### config.mk
export PLATFORM = sky130hd
export DESIGN_NAME = lidar_scan_stream_deframer
export DESIGN_NICKNAME = d
export VERILOG_FILES = /design/src/design/lssd_pkg.sv /design/src/design/lssd_front.sv /design/src/design/lssd_queue.sv /design/src/design/lssd_back.sv /design/src/design/lidar_scan_stream_deframer.sv
export SDC_FILE = /design/constraint.sdc
export NUM_CORES = 1
export LEC_CHECK = 0
export BUFFER_PORTS_ARGS = -buffer_cell sky130_fd_sc_hd__buf_2
export CORE_MARGIN = 2
export CORE_UTILIZATION = 34
export CTS_BUF_LIST = sky130_fd_sc_hd__clkbuf_4
export CTS_CLUSTER_SIZE = 8
export DETAILED_ROUTE_END_ITERATION = 8
export PLACE_DENSITY = 0.57
export SYNTH_ARGS = -nofsm -noshare
export SYNTH_HDL_FRONTEND = slang
export SYNTH_SLANG_ARGS = --single-unit
export TNS_END_PERCENT = 100
### constraint.sdc
create_clock -name i_clk -period 5.75 [get_ports i_clk]
set_input_delay 0.575 -clock i_clk [delete_from_list [all_inputs] [get_ports i_clk]]
set_output_delay 0.575 -clock i_clk [all_outputs]
set_load 0.05 [all_outputs]
### src/design/lssd_pkg.sv
package lssd_pkg;

    // Frame geometry
    localparam int unsigned HeaderLen = 7;
    localparam int unsigned NodeLen   = 5;
    localparam int unsigned FrameBuf  = 6;
    localparam int unsigned MinSize   = 5;

    // Widths
    localparam int unsigned PosW   = 3;
    localparam int unsigned DataW  = 40;
    localparam int unsigned CfgIdxW = 2;

    // Configuration register indexes
    localparam logic [CfgIdxW-1:0] CFG_SYNC_FIRST    = 2'd0;
    localparam logic [CfgIdxW-1:0] CFG_SYNC_SECOND   = 2'd1;
    localparam logic [CfgIdxW-1:0] CFG_EXPECTED_TYPE = 2'd2;

    // Reset values of the configuration registers
    localparam logic [7:0] SyncFirstRst    = 8'hA5;
    localparam logic [7:0] SyncSecondRst   = 8'h5A;
    localparam logic [7:0] ExpectedTypeRst = 8'h81;

    // Check bit of node byte 1
    localparam logic [7:0] CheckBit = 8'h01;

    typedef enum logic [1:0] {
        KIND_NODE       = 2'd0,
        KIND_HDR_OK     = 2'd1,
        KIND_WRONG_TYPE = 2'd2,
        KIND_TOO_SHORT  = 2'd3
    } t_kind;

    typedef struct packed {
        logic [7:0] rx_byte;
        logic       await_header;
    } t_in_beat;

    typedef struct packed {
        logic [1:0]  result_kind;
        logic        start_flag;
        logic [5:0]  quality;
        logic [14:0] angle_q6;
        logic [15:0] dist_qmm;
        logic [29:0] answer_size;
        logic [1:0]  answer_subtype;
        logic [7:0]  answer_type;
    } t_out_beat;

    // Completed frame handed from front to back.
    // Header: data = {type, size word}; node: data = {byte4, byte3, byte2, byte1, byte0}
    typedef struct packed {
        t_kind             kind;
        logic [DataW-1:0]  data;
    } t_frame;

    // Queue status seen by both sides
    typedef struct packed {
        logic full;
        logic empty;
    } t_q_status;

endpackage

### src/design/lssd_front.sv
module lssd_front (
    input  logic                      i_clk,
    input  logic                      i_rst_n,
    input  logic                      i_cfg_we,
    input  logic [lssd_pkg::CfgIdxW-1:0] i_cfg_idx,
    input  logic [7:0]                i_cfg_wdata,
    input  logic                      i_in_valid,
    output logic                      o_in_stall,
    input  lssd_pkg::t_in_beat        i_in_beat,
    input  lssd_pkg::t_q_status       i_q_status,
    output logic                      o_push,
    output lssd_pkg::t_frame          o_frame
);
    import lssd_pkg::*;

    logic [7:0]      r_sync_first;
    logic [7:0]      r_sync_second;
    logic [7:0]      r_expected_type;
    logic            r_node_mode;
    logic            n_node_mode;
    logic [PosW-1:0] r_pos;
    logic [PosW-1:0] n_pos;
    logic [7:0]      r_frame [FrameBuf];

    logic            accept;
    logic            mode;
    logic [PosW-1:0] pos;
    logic [7:0]      b;
    logic            store;
    logic [31:0]     size_word;

    assign o_in_stall = i_q_status.full;
    assign accept     = i_in_valid && !i_q_status.full;
    assign b          = i_in_beat.rx_byte;
    assign mode       = i_in_beat.await_header ? 1'b0 : r_node_mode;
    assign pos        = i_in_beat.await_header ? '0 : r_pos;
    assign size_word  = {r_frame[5], r_frame[4], r_frame[3], r_frame[2]};

    // Configuration registers
    always_ff @(posedge i_clk) begin
        if (!i_rst_n) begin
            r_sync_first    <= SyncFirstRst;
            r_sync_second   <= SyncSecondRst;
            r_expected_type <= ExpectedTypeRst;
        end else if (i_cfg_we) begin
            case (i_cfg_idx)
                CFG_SYNC_FIRST:    r_sync_first    <= i_cfg_wdata;
                CFG_SYNC_SECOND:   r_sync_second   <= i_cfg_wdata;
                CFG_EXPECTED_TYPE: r_expected_type <= i_cfg_wdata;
                default: ;
            endcase
        end
    end

    // Classify the byte against mode and position
    always_comb begin
        n_node_mode = mode;
        n_pos       = pos;
        store       = 1'b0;
        o_push      = 1'b0;
        o_frame     = '{kind: KIND_NODE, data: '0};
        if (!mode) begin
            if (pos == '0) begin
                if (b == r_sync_first) begin
                    store = 1'b1;
                    n_pos = pos + 1'b1;
                end
            end else if (pos == PosW'(1)) begin
                if (b != r_sync_second) begin
                    n_pos = '0;
                end else begin
                    store = 1'b1;
                    n_pos = pos + 1'b1;
                end
            end else if (pos < PosW'(HeaderLen - 1)) begin
                store = 1'b1;
                n_pos = pos + 1'b1;
            end else begin
                // header complete
                n_pos        = '0;
                o_push       = accept;
                o_frame.data = {b, size_word};
                if (b != r_expected_type) begin
                    o_frame.kind = KIND_WRONG_TYPE;
                end else if (size_word[29:0] < 30'(MinSize)) begin
                    o_frame.kind = KIND_TOO_SHORT;
                end else begin
                    o_frame.kind = KIND_HDR_OK;
                    n_node_mode  = 1'b1;
                end
            end
        end else begin
            if (pos == '0) begin
                if (b[0] ^ b[1]) begin
                    store = 1'b1;
                    n_pos = pos + 1'b1;
                end
            end else if (pos == PosW'(1)) begin
                if ((b & CheckBit) == 8'h00) begin
                    n_pos = '0;
                end else begin
                    store = 1'b1;
                    n_pos = pos + 1'b1;
                end
            end else if (pos < PosW'(NodeLen - 1)) begin
                store = 1'b1;
                n_pos = pos + 1'b1;
            end else begin
                // node complete
                n_pos        = '0;
                o_push       = accept;
                o_frame.kind = KIND_NODE;
                o_frame.data = {b, r_frame[3], r_frame[2], r_frame[1], r_frame[0]};
            end
        end
    end

    // Mode and position
    always_ff @(posedge i_clk) begin
        if (!i_rst_n) begin
            r_node_mode <= 1'b0;
            r_pos       <= '0;
        end else if (accept) begin
            r_node_mode <= n_node_mode;
            r_pos       <= n_pos;
        end
    end

    // Frame byte store, no reset
    always_ff @(posedge i_clk) begin
        if (accept && store) begin
            case (pos)
                3'd0: r_frame[0] <= b;
                3'd1: r_frame[1] <= b;
                3'd2: r_frame[2] <= b;
                3'd3: r_frame[3] <= b;
                3'd4: r_frame[4] <= b;
                3'd5: r_frame[5] <= b;
                default: ;
            endcase
        end
    end

endmodule

### src/design/lssd_queue.sv
module lssd_queue (
    input  logic                i_clk,
    input  logic                i_rst_n,
    input  logic                i_push,
    input  lssd_pkg::t_frame    i_frame,
    input  logic                i_pop,
    output lssd_pkg::t_frame    o_frame,
    output lssd_pkg::t_q_status o_status
);
    import lssd_pkg::*;

    t_frame      r_mem [2];
    logic        r_wr_ptr;
    logic        r_rd_ptr;
    logic [1:0]  r_count;
    logic        do_push;
    logic        do_pop;

    assign o_status.full  = (r_count == 2'd2);
    assign o_status.empty = (r_count == 2'd0);
    assign do_push        = i_push && !o_status.full;
    assign do_pop         = i_pop && !o_status.empty;
    assign o_frame        = r_mem[r_rd_ptr];

    // Storage
    always_ff @(posedge i_clk) begin
        if (do_push) begin
            r_mem[r_wr_ptr] <= i_frame;
        end
    end

    // Pointers and fill level
    always_ff @(posedge i_clk) begin
        if (!i_rst_n) begin
            r_wr_ptr <= 1'b0;
            r_rd_ptr <= 1'b0;
            r_count  <= 2'd0;
        end else begin
            if (do_push) r_wr_ptr <= !r_wr_ptr;
            if (do_pop)  r_rd_ptr <= !r_rd_ptr;
            case ({do_push, do_pop})
                2'b10:   r_count <= r_count + 2'd1;
                2'b01:   r_count <= r_count - 2'd1;
                default: r_count <= r_count;
            endcase
        end
    end

endmodule

### src/design/lssd_back.sv
module lssd_back (
    input  logic                i_clk,
    input  logic                i_rst_n,
    input  lssd_pkg::t_frame    i_frame,
    input  lssd_pkg::t_q_status i_q_status,
    output logic                o_pop,
    output logic                o_out_valid,
    input  logic                i_out_stall,
    output lssd_pkg::t_out_beat o_out_beat
);
    import lssd_pkg::*;

    logic      r_valid;
    t_out_beat r_beat;
    t_out_beat n_beat;
    logic      load;

    assign load        = !i_q_status.empty && (!r_valid || !i_out_stall);
    assign o_pop       = load;
    assign o_out_valid = r_valid;
    assign o_out_beat  = r_beat;

    // Unpack a frame into result fields
    always_comb begin
        n_beat             = '0;
        n_beat.result_kind = i_frame.kind;
        case (i_frame.kind)
            KIND_NODE: begin
                n_beat.start_flag = i_frame.data[0];
                n_beat.quality    = i_frame.data[7:2];
                n_beat.angle_q6   = i_frame.data[23:9];
                n_beat.dist_qmm   = i_frame.data[39:24];
            end
            default: begin
                n_beat.answer_size    = i_frame.data[29:0];
                n_beat.answer_subtype = i_frame.data[31:30];
                n_beat.answer_type    = i_frame.data[39:32];
            end
        endcase
    end

    // Output register
    always_ff @(posedge i_clk) begin
        if (!i_rst_n) begin
            r_valid <= 1'b0;
        end else if (load) begin
            r_valid <= 1'b1;
        end else if (!i_out_stall) begin
            r_valid <= 1'b0;
        end
    end

    always_ff @(posedge i_clk) begin
        if (load) begin
            r_beat <= n_beat;
        end
    end

endmodule

### src/design/lidar_scan_stream_deframer.sv
// A completed frame is written into the queue, then unpacked into the output register.
// One byte per cycle unless the queue is full; front mode and position update per byte.
// A two-entry frame queue and the output register let the front run on while results wait.
// Reset (synchronous, active low): header hunting at position 0, sync/type registers
// back to A5h/5Ah/81h, queue and output empty; frame bytes are not cleared.
module lidar_scan_stream_deframer (
    input  logic                         i_clk,
    input  logic                         i_rst_n,
    input  logic                         i_cfg_we,
    input  logic [lssd_pkg::CfgIdxW-1:0] i_cfg_idx,
    input  logic [7:0]                   i_cfg_wdata,
    input  logic                         i_in_valid,
    output logic                         o_in_stall,
    input  lssd_pkg::t_in_beat           i_in_beat,
    output logic                         o_out_valid,
    input  logic                         i_out_stall,
    output lssd_pkg::t_out_beat          o_out_beat
);
    import lssd_pkg::*;

    logic      push;
    logic      pop;
    t_frame    push_frame;
    t_frame    head_frame;
    t_q_status q_status;

    lssd_front u_front (
        .i_clk       (i_clk),
        .i_rst_n     (i_rst_n),
        .i_cfg_we    (i_cfg_we),
        .i_cfg_idx   (i_cfg_idx),
        .i_cfg_wdata (i_cfg_wdata),
        .i_in_valid  (i_in_valid),
        .o_in_stall  (o_in_stall),
        .i_in_beat   (i_in_beat),
        .i_q_status  (q_status),
        .o_push      (push),
        .o_frame     (push_frame)
    );

    lssd_queue u_queue (
        .i_clk    (i_clk),
        .i_rst_n  (i_rst_n),
        .i_push   (push),
        .i_frame  (push_frame),
        .i_pop    (pop),
        .o_frame  (head_frame),
        .o_status (q_status)
    );

    lssd_back u_back (
        .i_clk       (i_clk),
        .i_rst_n     (i_rst_n),
        .i_frame     (head_frame),
        .i_q_status  (q_status),
        .o_pop       (pop),
        .o_out_valid (o_out_valid),
        .i_out_stall (i_out_stall),
        .o_out_beat  (o_out_beat)
    );

endmodule
# == Word-level counts from Yosys, hierarchy flattened ==
# Memory sizes are Yosys's and may differ from the RTL's. A register that Yosys moved wholly into a read port is not among the register bits.
# Cells that the tools add are included.
# classes
n_addsub,3
n_mul,0
div,0
n_lt_le_gt_ge,3
n_eq_ne,14
n_shift,0
muxes,86
bitwise,1
n_reduce_logical,26
# ops
operator,n
2-to-1 mux 42 bit,6
2-to-1 mux 1 bit,54
2-to-1 mux 3 bit,17
2-to-1 mux 40 bit,1
2-to-1 mux 8 bit,5
OR reduction 8 bit,5
"< comparator 30 x 3 -> 1 bit, second input constant",1
!= test 8 bit,2
equality test 8 bit,1
logical NOT 8 bit,1
"equality test 2 bit, second input constant",3
"equality test 3 x 2 -> 1 bit, second input constant",2
"equality test 3 bit, second input constant",2
logical NOT 1 bit,6
logical NOT 2 bit,3
"< comparator 3 bit, second input constant",2
AND reduction 2 bit,3
logical AND 1 bit,5
"equality test 2 x 1 -> 1 bit, second input constant",2
2-to-1 mux 2 bit,2
case mux 2 bit (2 select lines),1
"adder 3 x 1 -> 3 bit, second input constant",1
"equality test 3 x 1 -> 1 bit, second input constant",1
logical NOT 3 bit,1
other kinds (6),6
# totals
reg_bits,113
latch_bits,0
ram_bits,132
mem_bits_ro,0
in_bits,24
output_inout_bits,82
word_cells,152
n_memories,2
# mem_list
memory,depth,width,read_ports,rd_ports_with_merged_regs,wr,line_no,rtl
u_queue.r_mem,2,42,1,1,1,lssd_queue.sv:12,t_frame r_mem [2];
u_front.r_frame,6,8,6,0,1,lssd_front.sv:23,logic [7:0] r_frame [FrameBuf];

# == Longest topological paths before layout ==
# Gate-level depths: netlist of run 1.
# logic_depth
depth_word,15
depth_mapped,8
depth_no_buf,8

# == Modules after synthesis ==
# A second synthesis of run 1 with hierarchy kept.
# hier_totals
hier_cells,635
area_unflattened_um2,9907.0
# modules_own_cells
module,n_inst,cells_each,area_per_inst_um2,seq_area_each_um2
lssd_front,1,307,3654.8,2001.9
lssd_queue,1,157,3255.6,2622.5
lssd_back,1,171,2996.6,2422.3

# == Worst setup path before layout of run 1 ==
# No wires, ideal clock.
# synth_path
kind,input-to-reg
startpoint,in i_out_stall
endpoint,reg u_queue.r_count[1]
setup_ns,0.076
arrival_ns,5.833
setup_slack_ns,-0.158
cell_stages,4
path_cell_list,a21oi_1 > ha_1 > or3_1 > a21boi_0
# synth_via
elab_chain_cells,6
word_cells_on_any_way,8
classes_between,eq/ne: 2; mux: 1; reduce/logical: 5
# synth_rtl
item,line_no,rtl
from (decl),lidar_scan_stream_deframer.sv:16,"input logic i_out_stall,"
logical NOT 1 bit (*),lssd_back.sv:18,assign load = !i_q_status.empty && (!r_valid || !i_out_stall);
logical OR 1 bit (*),lssd_back.sv:18,
logical AND 1 bit (*),lssd_back.sv:18,
logical AND 1 bit (*),lssd_queue.sv:22,assign do_pop = i_pop && !o_status.empty;
equality test 2 x 1 -> 1 bit or equality test 2 bit (tied branches),lssd_queue.sv:41,"case ({do_push, do_pop})"
case mux 2 bit (2 select lines) or nonzero test 2 bit (tied branches),n/a,
to (signal assigned),lssd_queue.sv:42,2'b10: r_count <= r_count + 2'd1;
to (signal assigned),lssd_queue.sv:43,2'b01: r_count <= r_count - 2'd1;
to (signal assigned),lssd_queue.sv:44,default: r_count <= r_count;
to (decl),lssd_queue.sv:15,logic [1:0] r_count;
# Every way passes the cells marked *; elsewhere a longest branch is shown, timed or not.
# A chain may end at the register's enable or synchronous reset.

# == Worst setup path in the final report of run 1 ==
# layout_path
startpoint,reg u_front.r_pos[1]
endpoint,"mem u_front.r_frame[0][2], enable pin"
# layout_via
elab_chain_cells,15
word_cells_on_any_way,50
classes_between,order compare: 2; eq/ne: 5; mux: 36; reduce/logical: 7
# layout_rtl
item,line_no,rtl
from (decl),lssd_front.sv:21,logic [PosW-1:0] r_pos;
from (signal assigned),lssd_front.sv:125,r_pos <= n_pos;
2-to-1 mux 3 bit (*),lssd_front.sv:36,assign pos = i_in_beat.await_header ? '0 : r_pos;
< comparator 3 bit (on tied branches),"lssd_front.sv:75, lssd_front.sv:105",
2-to-1 mux 1 bit (on tied branches),"lssd_front.sv:75, lssd_front.sv:105",
2-to-1 mux 1 bit (on tied branches),"lssd_front.sv:68, lssd_front.sv:98",
2-to-1 mux 1 bit (on tied branches),"lssd_front.sv:63, lssd_front.sv:93",
2-to-1 mux 1 bit,lssd_front.sv:62,if (!mode) begin
logical AND 1 bit,lssd_front.sv:131,if (accept && store) begin
2-to-1 mux 1 bit,lssd_front.sv:131,
2-to-1 mux 1 bit (not written as such),lssd_front.sv:134,3'd1: r_frame[1] <= b;
OR reduction 8 bit (no source line),n/a,
2-to-1 mux 3 bit (no source line) or 2-to-1 mux 1 bit (tied branches) (5 in series),n/a,
to (decl),lssd_front.sv:23,
# Marks and branches as above.

==> flow_metrics.py, run 1 <==
metrics = {
    "status": {
        "status": "finished clean",
    },
    "synth": {
        "synthSimpleGateAreaFrac_pct": 9.24,
        "synth-seq-area-share_pct": 72.7,
        "synthAdderAreaFrac_pct": 0.903,
        "ys_warn_count": 0,
        "syn_inst": 631,
        "synthDistinctLibCells": 50,
        "synth_top_family_by_area": "simple AND/OR/NAND/NOR gates",
        "ys_ff_latch": 246,
        "synth_nets": 662,
        "synth-xor-area-share_pct": 2.70,
        "muxShareOfSynthArea_pct": 7.06,
        "syn-cell-area_um2": 9700,
        "synth-compound-area-share_pct": 5.41,
        "avgSynthCellArea_um2": 15.4,
    },
    "sta": {
        "setup_tns_ns": 0,
        "max-slew-margin-rel_pct": 20.3,
        "fmax_ghz": 0.327,
        "finalClockSkew_ns": 0.0536,
        "drv_slew": 0,
        "hold_viol": 0,
        "whs_ns": 0.197,
        "setup_viol": 0,
        "post-route-period-util_pct": 53.2,
        "fin_crit_ns": 3.06,
        "rsz0062_at_grt": "false",
        "worstMarginPinSlew_ns": 1.19,
    },
    "flow_run": {
        "cap_violations": 0,
    },
    "pwr": {
        "cellLeakagePower_nw": 4.05,
        "p_total_w": 0.00473,
        "powerDensity_nw_per_um2": 412,
        "irDropWorstVdd_uv": 160,
    },
    "detailed_routing": {
        "drtIter0Drc": 376,
        "met2_length_um": 9440,
        "via_count": 5604,
        "first_pass_iters": 5,
        "met1_length_um": 8600,
        "routed.top_layer": "met4",
        "met3_length_um": 1400,
        "wl_per_cell_um": 16.5,
        "via_per_inst": 4.64,
        "drc": 0,
        "antenna_left": 0,
        "totalWireLength_um": 19900,
    },
    "placement": {
        "routabilityCongestion": 0.802,
        "dpl-instance-area_um2": 10600,
        "port-buffer-count": 105,
        "place_hpwl_um": 12700,
    },
    "cells_and_area": {
        "num-nets-final": 813,
        "layout-drive-gt1-share_pct": 29.2,
        "fillers": 2635,
        "multi_input_area_um2": 2480,
        "ff_latch_area_um2": 7050,
        "postLayoutCellArea_um2": 11500,
        "syn_to_final_growth_pct": 18.4,
    },
    "setup_path": {
        "worst_ep_required_time_ns": 5.99,
        "slowest_stage": "nor3_1",
        "max_stage_delay_ns": 0.96,
        "cp_top_family": "simple AND/OR/NAND/NOR gates",
        "worst-setup-path-type": "reg2reg",
        "worstPathArrival_ns": 3.30,
        "start_kind": "register",
        "critPathMaxFanout": 13,
        "path_cells": "nand2b_1, ha_1, nor2b_1, a21oi_1, o211ai_1, a21o_1, nor3_1",
        "crit_path_end_kind": "register",
        "crit_buf_inv": 0,
    },
    "floorplan": {
        "fp.dieW_um": 173,
        "initial_core_util_pct": 34.7,
        "rows": 61,
        "die_h_um": 173,
        "die-area_um2": 29900,
        "pin_count": 106,
        "core_um2": 27900,
    },
    "cts": {
        "post_cts_buffers": 0,
        "cts.path.max_buffers": 3,
        "clock_latency_ns": 0.67,
        "cts_tree": "built",
        "numCtsBuffers": 69,
        "cts_sinks": 246,
        "cts_hold_buf": 0,
        "clkTransAtPathRegs_ns": 0.06,
        "cts_resized": 0,
        "cts_root_buf": "clkbuf_4",
        "cts.htree.levels": 3,
    },
    "global_route": {
        "grt_max_degree": 73,
        "overflow": 0,
        "antenna_found_initial": 1,
        "grt_pass1_vias": 5617,
        "grt_pass1_wl_um": 31100,
        "grt_use_total_pct": 13.5,
    },
    "worst_hold_path": {
        "hold_class": "in2reg",
    },
}
-- cell families after synthesis --
group / after synthesis
simple gates: 182
buf+inv: 37
fa+ha+maj: 7
mux: 68
xor+xnor: 29
flops: 246
compound gates: 62
-- metrics by stage --
stage | worst slack (ns) | util, % | instances
2_1_floorplan | 1.65 | - | 631
3_3_place_gp | 2.52 | 37.9 | 1089
3_5_place_dp | 2.39 | 37.9 | 1089
4_1_cts | 2.72 | 41.1 | 1206
5_1_grt | 2.44 | 41.1 | 1207
6_report | 2.69 | 41.1 | 1207
-- worst min-delay path, stage by stage --
cell and delay [ns]:
buf_2 0.10, mux2i_1 0.06, nand2_1 0.06
-- state kept, by name (all words and copies together), names as in the netlist, named ones only --
signal / flops
u_queue.r_mem: 84
u_back.o_out_beat: 80
u_front.r_frame: 48
u_front.r_expected_type: 8
u_front.r_sync_first: 8
u_front.r_sync_second: 8
u_front.r_pos: 3
u_queue.r_count: 2
u_back.o_out_valid: 1
u_front.r_node_mode: 1
u_queue.r_rd_ptr: 1
u_queue.r_wr_ptr: 1
-- layer usage --
layer	up-vias	track usage, %
met5	-	0
met4	0	6.18
met3	35	3.80
met2	203	20.9
met1	2670	17.6
li1	2696	-
-- layout make-up --
| type | count | share of cell area [%] |
|---|---|---|
| Antenna cell | 1 | 0.0218 |
| Clock buffer | 102 | 6.67 |
| Clock inverter | 15 | 1.03 |
| Inverter | 6 | 0.218 |
| Multi-Input combinational cell | 348 | 21.6 |
| Sequential cell | 246 | 61.4 |
| Tap cell | 378 | 4.12 |
| Timing Repair Buffer | 111 | 4.97 |
-- report_power, final --
part	internal, W	total, W	leakage, nW	switching, W
combinational	0.000214	0.000925	1.39	0.000711
clock	0.000898	0.00159	0.527	0.000697
sequential	0.00215	0.00221	2.13	0.0000653
total	0.00326	0.00473	4.05	0.00147
-- cells in the mapped netlist (all sizes together) --
master | count | area (um^2)
and2b | 1 | 10.0
nand2b | 3 | 18.8
buf | 20 | 130
a41oi | 1 | 8.76
ha | 7 | 87.6
and2 | 16 | 100
or2 | 2 | 12.5
o211ai | 4 | 30.0
and3 | 2 | 12.5
dfxtp | 34 | 681
nand3 | 1 | 5.00
o21a | 1 | 7.51
o21ai | 5 | 25.0
nand4 | 7 | 43.8
nor3b | 5 | 42.5
a21o | 2 | 15.0
a21boi | 3 | 22.5
xor2 | 9 | 78.8
mux2 | 3 | 33.8
nand4b | 1 | 8.76
o221ai | 1 | 8.76
xnor2 | 20 | 183
nand3b | 2 | 15.0
nor4 | 10 | 62.6
nor3 | 7 | 45.0
or3 | 2 | 12.5
a31o | 2 | 17.5
a2111oi | 2 | 30.0
nand2 | 18 | 67.6
a22o | 32 | 280
nor2 | 87 | 327
inv | 6 | 25.0
mux2i | 65 | 651
clkbuf | 11 | 42.5
a21oi | 4 | 20.0
edfxtp | 212 | 6370
a211oi | 4 | 40.0
o21bai | 1 | 18.8
nor2b | 18 | 113
-- layout by cell type (no fill, tap or decap), drive strengths merged, types with 5 or more instances in the layout --
cell type,instances
edfxtp,212
buf,111
clkbuf,102
nor2,87
mux2i,65
dfxtp,34
a22o,32
xnor2,20
nor2b,18
nand2,18
and2,16
nor4,10
clkinv,10
xor2,9
inv,8
nand4,7
ha,7
nor3,7
o21ai,5
nor3b,5
-- final timing paths --
check | startpoint | to | slack [ns] | cells past startpoint
worst min register to register | u_front.r_sync_first[5] | u_front.r_sync_first[5] | 0.50 | 2
worst max-delay path | u_front.r_pos[1] | u_front.r_frame[0][2] | 2.69 | 7
worst max register to register | u_front.r_pos[1] | u_front.r_frame[0][2] | 2.69 | 7
worst min-delay path | i_cfg_wdata[3] | u_front.r_sync_second[3] | 0.20 | 3
Note: power is estimated with default switching activity, not from simulation.
==> inputs of run 2 (changes only) <==
Settings changed: PLACE_DENSITY 0.57 to 0.55.
Clock period 5.75 ns to 3.1 ns, I/O delays scaled along.
==> run 2 against run 1 <==
Net effect: largest power group unchanged; die area did not move; utilization rose by 0.73 points; combinational power rose by 92%; highest routed layer unchanged; maximum frequency rose by 25%; first-iteration DRC count rose by 5.6%; clock power rose by 81%.
==> flow_metrics.py, run 2 (synthesized netlist as in run 1, its figures left out) <==
metrics = {
    "sta": {
        "setup_tns_ns": 0,
        "post-route-period-util_pct": 79.2,
        "hold_viol": 0,
        "worstMarginPinSlew_ns": 0.685,
        "finalClockSkew_ns": 0.0510,
        "setup_viol": 0,
        "drv_slew": 0,
        "max-slew-margin-rel_pct": 54.2,
        "rsz0062_at_grt": "false",
        "fmax_ghz": 0.407,
        "fin_crit_ns": 2.45,
        "final.setup.worst_slack_ns": 0.645,
    },
    "detailed_routing": {
        "totalWireLength_um": 19700,
        "first_pass_iters": 4,
        "drc": 0,
        "antenna_left": 0,
        "via_count": 5623,
        "wl_per_cell_um": 16.0,
        "via_per_inst": 4.56,
        "drtIter0Drc": 397,
    },
    "placement": {
        "port-buffer-count": 105,
        "place_hpwl_um": 12700,
        "dp_cells": 1099,
        "dpl_worst_slack_ns": 0.610,
        "routabilityCongestion": 0.783,
    },
    "setup_path": {
        "slowest_stage": "ha_1",
        "crit_buf_inv": 1,
        "r2r_setup_slack_ns": 0.65,
        "worstPathArrival_ns": 2.78,
        "path_cells": "nand2b_1, ha_1, nor2b_1, a21oi_1, o211ai_1, a21o_1, nor3_1, buf_4",
        "start_kind": "register",
        "cp_top_family": "simple AND/OR/NAND/NOR gates",
        "critPathMaxFanout": 13,
        "crit_path_end_kind": "register",
        "worst-setup-path-type": "reg2reg",
        "max_stage_delay_ns": 0.48,
        "worst_ep_required_time_ns": 3.43,
    },
    "pwr": {
        "sw_frac_of_total_pct": 31.3,
        "cellLeakagePower_nw": 4.16,
        "p_clk_share_pct": 33.0,
        "p_sw_w": 0.00273,
        "seqPwrFrac_pct": 46.6,
        "irDropWorstVdd_uv": 308,
        "p_comb_share_pct": 20.4,
        "p_total_w": 0.00872,
        "powerDensity_nw_per_um2": 746,
        "internal_power_w": 0.00599,
    },
    "floorplan": {
        "die-area_um2": 29900,
        "pin_count": 106,
        "core_um2": 27900,
        "rows": 61,
        "fp.dieW_um": 173,
        "initial_core_util_pct": 34.7,
        "die_h_um": 173,
    },
    "cts": {
        "cts_sinks": 246,
        "cts_tree": "built",
        "cts.path.max_buffers": 3,
        "numCtsBuffers": 69,
        "cts.htree.levels": 3,
        "clock_latency_ns": 0.66,
        "cts_root_buf": "clkbuf_4",
        "clkTransAtPathRegs_ns": 0.07,
    },
    "global_route": {
        "antenna_found_initial": 1,
        "grt_use_total_pct": 13.3,
        "overflow": 0,
        "grt_pass1_wl_um": 31300,
        "grt_max_degree": 82,
        "grt_pass1_vias": 5800,
    },
    "cells_and_area": {
        "final_common_cell": "edfxtp_1",
        "largest_register_ffs": 84,
        "final_cell_mix": "edfxtp_1 (212), buf_2 (105), clkbuf_4 (101)",
        "num-nets-final": 833,
        "layout-drive-gt1-share_pct": 29.5,
        "finalNonFillerCells": 1232,
        "syn_to_final_growth_pct": 20.5,
        "fillers": 2637,
        "top_register": "u_queue.r_mem",
    },
    "status": {
        "status": "finished clean",
    },
    "flow_run": {
        "cap_violations": 0,
    },
    "worst_hold_path": {
        "hold_class": "in2reg",
    },
}
-- run 2: cell types whose count changed in the layout (fill, tap and decap cells not counted) --
cell           delta
dlygate4sd3_1    +10
buf_4             +7
clkinv_1          +4
buf_12            +3
inv_2             +2
nor3b_2           -2
bufinv_16         -1
clkbuf_4          -1
clkinv_2          +1
nor3b_1           +1
nor3b_4           +1
-- run 2: through the flow --
stage	utilization (%)	area (um^2)	hold slack [ns]
final	41.8	11700	0.0732
after floorplan	-	9710	0.409
after CTS	41.8	11700	0.00160
after global routing	41.8	11700	0.0236
after global placement	38.3	10700	0.476
after detailed placement	38.3	10700	0.481
-- run 2: worst paths after layout --
kind / start / to / cells past startpoint
worst min register to register: u_front.r_sync_first[0] / u_front.r_sync_first[0] / 2
worst max register to register: u_front.r_pos[1] / u_front.r_frame[0][7] / 8
worst max-delay path: u_front.r_pos[1] / u_front.r_frame[0][7] / 8
worst min-delay path: i_in_beat[7] / u_front.r_frame[4][6] / 1
-- run 2: area by class of cell --
class / instances / area, um^2 / share of cell area [%]
Sequential cell: 246 / 7050 / 60.3
Multi-Input combinational cell: 348 / 2480 / 21.2
Timing Repair Buffer: 131 / 783 / 6.70
Clock buffer: 101 / 758 / 6.49
Tap cell: 378 / 473 / 4.05
Clock inverter: 21 / 116 / 0.996
Inverter: 6 / 25.0 / 0.214
Antenna cell: 1 / 2.50 / 0.0214
-- run 2: power by group through the flow --
stage | registers [W] | logic [W] | clock network (W)
after global placement | 0.00414 | 0.00179 | 0
after detailed placement | 0.00414 | 0.00180 | 0
after CTS | 0.00407 | 0.00181 | 0.00301
after global routing | 0.00409 | 0.00190 | 0.00315
final | 0.00406 | 0.00178 | 0.00288
after floorplan | 0.00491 | 0.000610 | 0
-- run 2: per-layer routing --
layer,vias to the layer above,wire (um),GRT usage (%)
met4,0,399,5.86
met3,37,1160,3.63
met1,2682,8900,17.1
li1,2736,-,-
met2,168,9220,21.1
met5,-,0,0
-- run 2: worst register-to-register path: stages, from the launching register on --
cell	delay (ns)
dfxtp_1	0.39
nand2b_1	0.23
ha_1	0.48
nor2b_1	0.13
a21oi_1	0.17
o211ai_1	0.11
a21o_1	0.23
nor3_1	0.20
buf_4	0.21
-- run 2: timing repair --
item | CTS | global route
buffers inserted | 0 | 0
gates resized for setup | 0 | 0
endpoints found under the hold margin | 27 | 0
hold buffers | 10 | 0
endpoints found under the setup margin | 0 | 0
